### src/sv/circular_wall_reflection_unit_defines.svh
// Assertion macros for the circular wall reflection unit.
// Taken in by the top level; needs clk and rst_n in the scope of each use.
`ifndef CIRCULAR_WALL_REFLECTION_UNIT_DEFINES_SVH
`define CIRCULAR_WALL_REFLECTION_UNIT_DEFINES_SVH
`ifndef SYNTHESIS
`define CWR_ASSERT_IMPL(label, ante, cons) \
  label: assert property (@(posedge clk) disable iff (!rst_n) (ante) |-> (cons)) \
    else $error("cwr: same-cycle check failed");
`define CWR_ASSERT_NEXT(label, ante, cons) \
  label: assert property (@(posedge clk) disable iff (!rst_n) (ante) |=> (cons)) \
    else $error("cwr: next-cycle check failed");
`else
`define CWR_ASSERT_IMPL(label, ante, cons)
`define CWR_ASSERT_NEXT(label, ante, cons)
`endif
`endif

### src/sv/cwr_pkg.sv
// Shared types, widths and arithmetic helpers of the circular wall reflection unit.
// No dependencies; used by every module of the block.
`default_nettype none
package cwr_pkg;

  localparam int DW      = 32;           // data width of every position and velocity field
  localparam int FB      = 16;           // fraction bits
  localparam int RAD_W   = DW - 1;       // radius register width
  localparam int DIFF_W  = DW + 1;       // offset from the centre
  localparam int SQ_W    = 2 * DIFF_W;   // squared distance
  localparam int ROOT_W  = DIFF_W;       // integer square root
  localparam int REM_W   = ROOT_W + 2;   // square root remainder
  localparam int SQ_PER  = 3;            // root bits per stage
  localparam int SQ_STAGES = ROOT_W / SQ_PER;
  localparam int NRM_W   = FB + 1;       // normal magnitude, up to 1.0
  localparam int NQ_BITS = FB + 2;       // quotient bits incl. rounding bit
  localparam int ND_PER  = 3;            // quotient bits per stage
  localparam int ND_STAGES = NQ_BITS / ND_PER;
  localparam int PROD_W  = DIFF_W + 1 + NRM_W;
  localparam int TERM_W  = PROD_W - FB;  // rounded product magnitude
  localparam int ACC_W   = TERM_W + 2;   // pre-saturation sums
  localparam int CFG_IDX_W = 2;

  typedef logic signed [DW-1:0]     dw_t;
  typedef logic signed [DIFF_W-1:0] diff_t;
  typedef logic [SQ_W-1:0]          sq_t;
  typedef logic [ROOT_W-1:0]        root_t;
  typedef logic [REM_W-1:0]         rem_t;
  typedef logic [NRM_W-1:0]         nrm_t;
  typedef logic [NQ_BITS-1:0]       nq_t;
  typedef logic [PROD_W-1:0]        prod_t;
  typedef logic signed [TERM_W:0]   term_t;
  typedef logic signed [ACC_W-1:0]  acc_t;

  typedef enum logic [CFG_IDX_W-1:0] {
    CFG_WALL_RADIUS   = 2'd0,
    CFG_WALL_CENTER_X = 2'd1,
    CFG_WALL_CENTER_Y = 2'd2
  } cfg_idx_t;

  typedef struct packed {
    dw_t pos_x;
    dw_t pos_y;
    dw_t vel_x;
    dw_t vel_y;
  } in_t;

  typedef struct packed {
    dw_t  new_pos_x;
    dw_t  new_pos_y;
    dw_t  new_vel_x;
    dw_t  new_vel_y;
    logic hit_wall;
  } out_t;

  // Request context that rides along the pipeline.
  typedef struct packed {
    in_t   data;
    diff_t dx;
    diff_t dy;
    logic  hit;
    root_t ovl;
  } side_t;

  localparam nrm_t  NRM_ONE  = nrm_t'(1) << FB;
  localparam prod_t HALF_LSB = prod_t'(1) << (FB - 1);
  localparam dw_t   DW_MAX   = {1'b0, {(DW - 1){1'b1}}};
  localparam dw_t   DW_MIN   = {1'b1, {(DW - 1){1'b0}}};

  function automatic logic [DW-1:0] mag_dw(dw_t v);
    return v[DW-1] ? (~v + 1'b1) : v;
  endfunction

  function automatic root_t mag_diff(diff_t v);
    return v[DIFF_W-1] ? (~v + 1'b1) : v;
  endfunction

  function automatic logic [ACC_W-1:0] mag_acc(acc_t v);
    return v[ACC_W-1] ? (~v + 1'b1) : v;
  endfunction

  // Shift a product magnitude down by FB, round half away from zero, apply sign.
  function automatic term_t rnd_term(prod_t p, logic neg);
    prod_t s;
    term_t t;
    s = p + HALF_LSB;
    t = {1'b0, s[PROD_W-1:FB]};
    return neg ? -t : t;
  endfunction

  function automatic dw_t sat_dw(acc_t v);
    logic [ACC_W-DW:0] top;
    top = v[ACC_W-1:DW-1];
    if ((&top) || !(|top)) return v[DW-1:0];
    return v[ACC_W-1] ? DW_MIN : DW_MAX;
  endfunction

endpackage
`default_nettype wire

### src/sv/cwr_ndiv.sv
// Pipelined divider for both unit normal components, ND_PER quotient bits per stage.
// Depends on cwr_pkg.
`default_nettype none
module cwr_ndiv (
  input  logic                  clk,
  input  logic                  rst_n,
  input  logic                  en,
  input  logic                  v_i,
  input  cwr_pkg::root_t        den_i,
  input  cwr_pkg::side_t        side_i,
  output logic                  v_o,
  output cwr_pkg::nrm_t         nxm_o,
  output cwr_pkg::nrm_t         nym_o,
  output cwr_pkg::side_t        side_o
);

  typedef struct packed {
    cwr_pkg::root_t den;
    cwr_pkg::root_t rx;
    cwr_pkg::root_t ry;
    cwr_pkg::nq_t   qx;
    cwr_pkg::nq_t   qy;
  } nd_stage_t;

  // One restoring step; the very first step compares without a shift.
  function automatic logic [cwr_pkg::ROOT_W:0] div_bit(cwr_pkg::root_t r,
                                                       cwr_pkg::root_t den,
                                                       logic first);
    logic [cwr_pkg::ROOT_W:0] t;
    logic [cwr_pkg::ROOT_W:0] diff;
    t    = first ? {1'b0, r} : {r, 1'b0};
    diff = t - {1'b0, den};
    if (t >= {1'b0, den}) return {1'b1, diff[cwr_pkg::ROOT_W-1:0]};
    return {1'b0, t[cwr_pkg::ROOT_W-1:0]};
  endfunction

  function automatic nd_stage_t nd_stage(nd_stage_t a, logic first_stage);
    nd_stage_t b;
    logic [cwr_pkg::ROOT_W:0] bx;
    logic [cwr_pkg::ROOT_W:0] by;
    logic f;
    b = a;
    for (int j = 0; j < cwr_pkg::ND_PER; j++) begin
      f    = first_stage && (j == 0);
      bx   = div_bit(b.rx, b.den, f);
      by   = div_bit(b.ry, b.den, f);
      b.rx = bx[cwr_pkg::ROOT_W-1:0];
      b.ry = by[cwr_pkg::ROOT_W-1:0];
      b.qx = {b.qx[cwr_pkg::NQ_BITS-2:0], bx[cwr_pkg::ROOT_W]};
      b.qy = {b.qy[cwr_pkg::NQ_BITS-2:0], by[cwr_pkg::ROOT_W]};
    end
    return b;
  endfunction

  logic           v_r    [cwr_pkg::ND_STAGES];
  nd_stage_t      st_r   [cwr_pkg::ND_STAGES];
  cwr_pkg::side_t side_r [cwr_pkg::ND_STAGES];
  nd_stage_t      st_nxt [cwr_pkg::ND_STAGES];
  nd_stage_t      st_in0;
  logic [cwr_pkg::NQ_BITS:0] rx_sum;
  logic [cwr_pkg::NQ_BITS:0] ry_sum;

  assign st_in0 = '{den: den_i,
                    rx:  cwr_pkg::mag_diff(side_i.dx),
                    ry:  cwr_pkg::mag_diff(side_i.dy),
                    qx:  '0,
                    qy:  '0};

  always_comb begin
    st_nxt[0] = nd_stage(st_in0, 1'b1);
    for (int s = 1; s < cwr_pkg::ND_STAGES; s++) begin
      st_nxt[s] = nd_stage(st_r[s-1], 1'b0);
    end
  end

  always_ff @(posedge clk) begin
    if (!rst_n) begin
      for (int s = 0; s < cwr_pkg::ND_STAGES; s++) v_r[s] <= 1'b0;
    end else if (en) begin
      v_r[0] <= v_i;
      for (int s = 1; s < cwr_pkg::ND_STAGES; s++) v_r[s] <= v_r[s-1];
    end
  end

  always_ff @(posedge clk) begin
    if (en) begin
      side_r[0] <= side_i;
      for (int s = 1; s < cwr_pkg::ND_STAGES; s++) side_r[s] <= side_r[s-1];
      for (int s = 0; s < cwr_pkg::ND_STAGES; s++) st_r[s] <= st_nxt[s];
    end
  end

  // Round half up on the extra quotient bit.
  assign rx_sum = {1'b0, st_r[cwr_pkg::ND_STAGES-1].qx} + 1'b1;
  assign ry_sum = {1'b0, st_r[cwr_pkg::ND_STAGES-1].qy} + 1'b1;
  assign nxm_o  = rx_sum[cwr_pkg::NRM_W:1];
  assign nym_o  = ry_sum[cwr_pkg::NRM_W:1];
  assign v_o    = v_r[cwr_pkg::ND_STAGES-1];
  assign side_o = side_r[cwr_pkg::ND_STAGES-1];

endmodule
`default_nettype wire

### config.mk
export PLATFORM = sky130hd
export DESIGN_NAME = cwr_ndiv
export DESIGN_NICKNAME = d
export VERILOG_FILES = /design/src/sv/circular_wall_reflection_unit_defines.svh /design/src/sv/cwr_pkg.sv /design/src/sv/cwr_ndiv.sv
export SDC_FILE = /design/constraint.sdc
export NUM_CORES = 2
export LEC_CHECK = 0
export ABC_CLOCK_PERIOD_IN_PS = 12100
export BUFFER_PORTS_ARGS = -buffer_cell sky130_fd_sc_hd__buf_2
export CORE_MARGIN = 3
export CORE_UTILIZATION = 63
export DETAILED_ROUTE_END_ITERATION = 10
export PLACE_DENSITY = 0.87
export SYNTH_ARGS = -nofsm -noshare
export SYNTH_HDL_FRONTEND = slang
export SYNTH_SLANG_ARGS = --single-unit
### constraint.sdc
create_clock -name clk -period 12.1 [get_ports clk]
set_input_delay 1.21 -clock clk [delete_from_list [all_inputs] [get_ports clk]]
set_output_delay 1.21 -clock clk [all_outputs]
set_load 0.03 [all_outputs]
# After elaboration in Yosys (flattened, before gate mapping)
# Memory sizes are Yosys's and may differ from the RTL's.
# Index checks and enable logic that the tools add are counted.
[classes]
bitwise = 8
mux = 121
n_addsub = 40
order_cmp = 36
[op_table]
columns = ["operator", "count"]
rows = [
  ["2-to-1 mux 34 bit", 72],
  ["subtractor 33 bit", 36],
  [">= comparator 34 x 33 -> 1 bit", 34],
  ["adder 33 x 1 -> 33 bit, second input constant", 2],
  [">= comparator 33 bit", 2],
  ["2-to-1 mux 33 bit", 2],
  ["NOT 33 bit", 2],
  ["2-to-1 mux 1 bit", 47],
  ["adder 18 x 1 -> 18 bit, second input constant", 2],
  ["OR 1 bit", 6],
]
[word_totals]
in_bits = 265
elab_cells = 208
memories = 3
reg_bits = 0
output_inout_bits = 263
ramBits = 2184
[memory_table]
columns = ["name", "words", "word_bits", "rd", "rd_ports_with_merged_regs", "wr", "line", "source"]
rows = [
  ["side_r", 6, 228, 6, 0, 6, "cwr_ndiv.sv:57", "cwr_pkg::side_t side_r [cwr_pkg::ND_STAGES];"],
  ["st_r", 6, 135, 6, 0, 6, "cwr_ndiv.sv:56", "nd_stage_t st_r [cwr_pkg::ND_STAGES];"],
  ["v_r", 6, 1, 6, 0, 6, "cwr_ndiv.sv:55", "logic v_r [cwr_pkg::ND_STAGES];"],
]

# Longest topological paths before layout
[logic_depth]
depth_word = 12
ltp_mapped = 50
mapped_depth_nobuf = 42

# Worst setup path before layout
# OpenSTA, ideal clock, no wires.
[synth_timing]
kind = "in2reg"
start = "in side_i[84] (netlist name)"
end = "mem st_r[0][101] (netlist name), data pin"
cell_stages = 46
required_ps = 11839
setup_time_ps = 261
n_path_buf = 8
t_arrival_ps = 10776
path_slack_ps = 1064
cell_sequence = "or4_4 or4_1 or2_2 nand2b_1 o21ai_0 xor2_1 inv_1 ha_1 clkbuf_1 nand2_1 or4_1 nor2_1 nor3_1 o21a_1 o21a_1 buf_2 clkbuf_1 clkbuf_1 (+10 left out) and2_1 buf_2 inv_2 buf_4 mux2_2 ha_1 or3_1 o21ai_0 o21ai_0 a221oi_1 o221ai_1 a31oi_1 o211ai_1 a21oi_1 o21ba_2 buf_2 buf_6 a221o_1"
[synth_rtl]
columns = ["element", "line", "source"]
rows = [
  ["start, declared", "cwr_ndiv.sv:10", "input cwr_pkg::side_t side_i,"],
  ["end, declared", "cwr_ndiv.sv:56", ""],
]

==> results.yml <==
run_status:
  status: "finished with violations"
  violations: "DRC"
timing:
  hold_viol_final: 0
  totalNegativeSetupSlack_ns: 0
  slew_headroom_pct: 7.56
  setup_viol: 0
  period_share_pct: 99.3
  worstMarginPinSlew_ns: 1.38
  period_needed_ns: 12.01
  rsz0062_at_grt: "no"
  finalMaxSlewViolations: 0
  fmax_mhz: 83.3
  fin_worst_skew_ns: 0.0998
grt:
  grt_util_met2_pct: 66.3
  met3_usage_pct: 9.84
  grt_use_total_pct: 41.0
  grt_max_degree: 195
  grt_overflow: 0
  grt_antenna_before_repair: 35
  use_met1_pct: 47.3
  top_usage_layer: "met2"
  grt_first_pass_wirelength_microns: 654000
  first_global_vias: 105000
critical_path:
  start_kind: "flop"
  cp.required_ns: 12.69
  path_max_fanout: 33
  crit_type: "flop to flop"
  rrSetupSlack_ns: 0.09
  r2r_start: "st_r[3][109]"
  reg2reg_depth: 42
  endpoint_kind: "flop"
  cp.arrival_ns: 12.60
  cpMostUsedCell: "buf_4"
  max_stage_delay_ns: 0.93
  critPathSlowestCell: "o21ai_0"
  rr_endpoint: "st_r[4][51]"
yosys:
  synth.distinct_cells: 106
  synthFlopType: "edfxtp_1"
  synth_compound_area_share_pct: 17.2
  synthCells: 12000
  async_reset_ff_share_pct: 0
  ys_warn_count: 0
  synth-edff-count: 1990
  synth-simple-area-share_pct: 10.7
  syn_nets: 13500
  ys_seq_elements: 1995
  synth-seq-area-share_pct: 45.7
  synth_xor_area_share_pct: 6.82
  synthAdderAreaFrac_pct: 11.4
  avgSynthCellArea_sq_um: 10.9
  synth_top_family_by_area: "compound AO/OA/AOI/OAI gates"
  syn_area_sq_um: 131000
  muxShareOfSynthArea_pct: 5.88
cts:
  cts.clk_slew.worst_paths_ns: 0.06
  cts_resized: 0
  insertion_delay_ns: 0.91
  cts_sinks: 1995
  post_cts_buffers: 0
  cts_buffer_depth: 3
  htree_levels: 4
  ctsRootBufferMaster: "clkbuf_16"
  cts_tree: "built"
  cts-hold-fix-buffers: 0
  cts_buffers: 199
floorplan:
  pin_count: 528
  num_rows: 166
  die_w_microns: 462
  start_util_pct: 63.7
  core_sq_um: 206000
  die_h_microns: 462
  die-area_sq_um: 213000
route:
  avgViaCountPerCell: 6.78
  vias: 108000
  finalWirelength_microns: 449000
  drt_iter0_markers: 12900
  firstDrtPassIters: 11
  postRouteAntennaNets: 0
  route.detailed.drc: 3
  wl_per_cell_microns: 28.2
placement:
  place.gp.congestion: 1.02
  dpl.cell_count: 15500
  io_buffers: 527
  hpwl_microns: 333000
finish:
  stdcell_count: 15900
  final_common_cell: "edfxtp_1"
  syn2layout_area_growth_pct: 12.2
  fin_nets: 14500
  num-fill-cells: 13900
  drive_above_1_share_pct: 16.0
  final_cell_mix: "edfxtp_1 (1,990), ha_1 (1,168), a21oi_1 (1,021), nor2_1 (814), nand2_1 (742)"
  fin_util_pct: 71.5
flow_run:
  drv_cap: 0
min_path:
  holdPathEnd: "side_r[2][61]"
  hp-start: "side_r[1][61]"
  hp-class: "flop to flop"
  min_path_cells: 0
[cells by family after synthesis]
group | count (synthesis)
compound gates | 3475
simple gates | 2898
flops | 1995
fa+ha+maj | 1182
xor+xnor | 1020
buf+inv | 767
mux | 691
[worst max-delay path by stage]
stage                  from      endpoint  slack (ns)  cells past startpoint
2_1_floorplan    side_i[84]  st_r[0][101]        1.06                     46
3_3_place_gp     side_i[84]   st_r[0][87]       0.005                     43
3_5_place_dp     side_i[84]   st_r[0][89]       -0.27                     41
4_1_cts          side_i[84]   st_r[0][73]        0.62                     41
5_1_grt        st_r[0][102]   st_r[1][37]        0.01                     35
6_report       st_r[3][109]   st_r[4][51]        0.09                     42
[stage by stage]
step	instance area [sq um]	setup slack (ns)	hold WS, ns
final	147000	0.0890	0.343
after global routing	147000	0.0144	0.343
after CTS	147000	0.624	0.337
after detailed placement	140000	-0.266	0.405
after global placement	140000	0.00524	0.400
after floorplan	131000	1.06	0.400
[final cells by class]
type	count	area [sq um]	share of cell area [%]
multi-input combinational	9267	68200	46.4
sequential	1995	59900	40.7
timing repair buffer	1054	6880	4.68
clock buffer	240	5210	3.54
tap	2688	3360	2.29
inverter	522	1960	1.33
clock inverter	122	1520	1.03
antenna	22	55.1	0.0374
[critical path: cells and delay by family (launching register included)]
kind	cells	cell delay, ns
AOI/OAI and AO/OA	22	6.03
muxes	1	0.44
buffers and inverters	12	2.39
and+or+nand+nor	4	1.14
adders and majority gates	3	1.17
DFF	1	0.47
[state kept, by name, indices dropped and copies added (netlist names)]
name    cells
side_r   1368
st_r      621
v_r         6
[synthesized netlist by cell type, types with 132 or more instances]
| cell | instances | share of area (%) |
|---|---|---|
| a21o_1 | 518 | 3.0 |
| a21oi_1 | 1022 | 3.9 |
| clkbuf_1 | 151 | 0.43 |
| edfxtp_1 | 1990 | 46 |
| ha_1 | 1168 | 11 |
| inv_1 | 503 | 1.4 |
| mux2_2 | 594 | 5.1 |
| nand2_1 | 742 | 2.1 |
| nand2b_1 | 139 | 0.66 |
| nand3_1 | 253 | 0.97 |
| nand4_1 | 144 | 0.69 |
| nor2_1 | 815 | 2.3 |
| nor2b_1 | 132 | 0.63 |
| nor3_1 | 190 | 0.73 |
| o21a_1 | 180 | 1.0 |
| o21ai_0 | 683 | 2.6 |
| o21bai_1 | 139 | 0.80 |
| xnor2_1 | 719 | 4.8 |
| xor2_1 | 301 | 2.0 |
[layer usage]
metal | vias up | part of all wire, %
li1 | 47800 | -
met1 | 51500 | 36
met2 | 6531 | 46
met3 | 2032 | 9.1
met4 | 24 | 9.1
met5 | - | 0.037
Power is not shown: default switching activity piles up to over one toggle a cycle in this logic, so the estimate is an artifact.
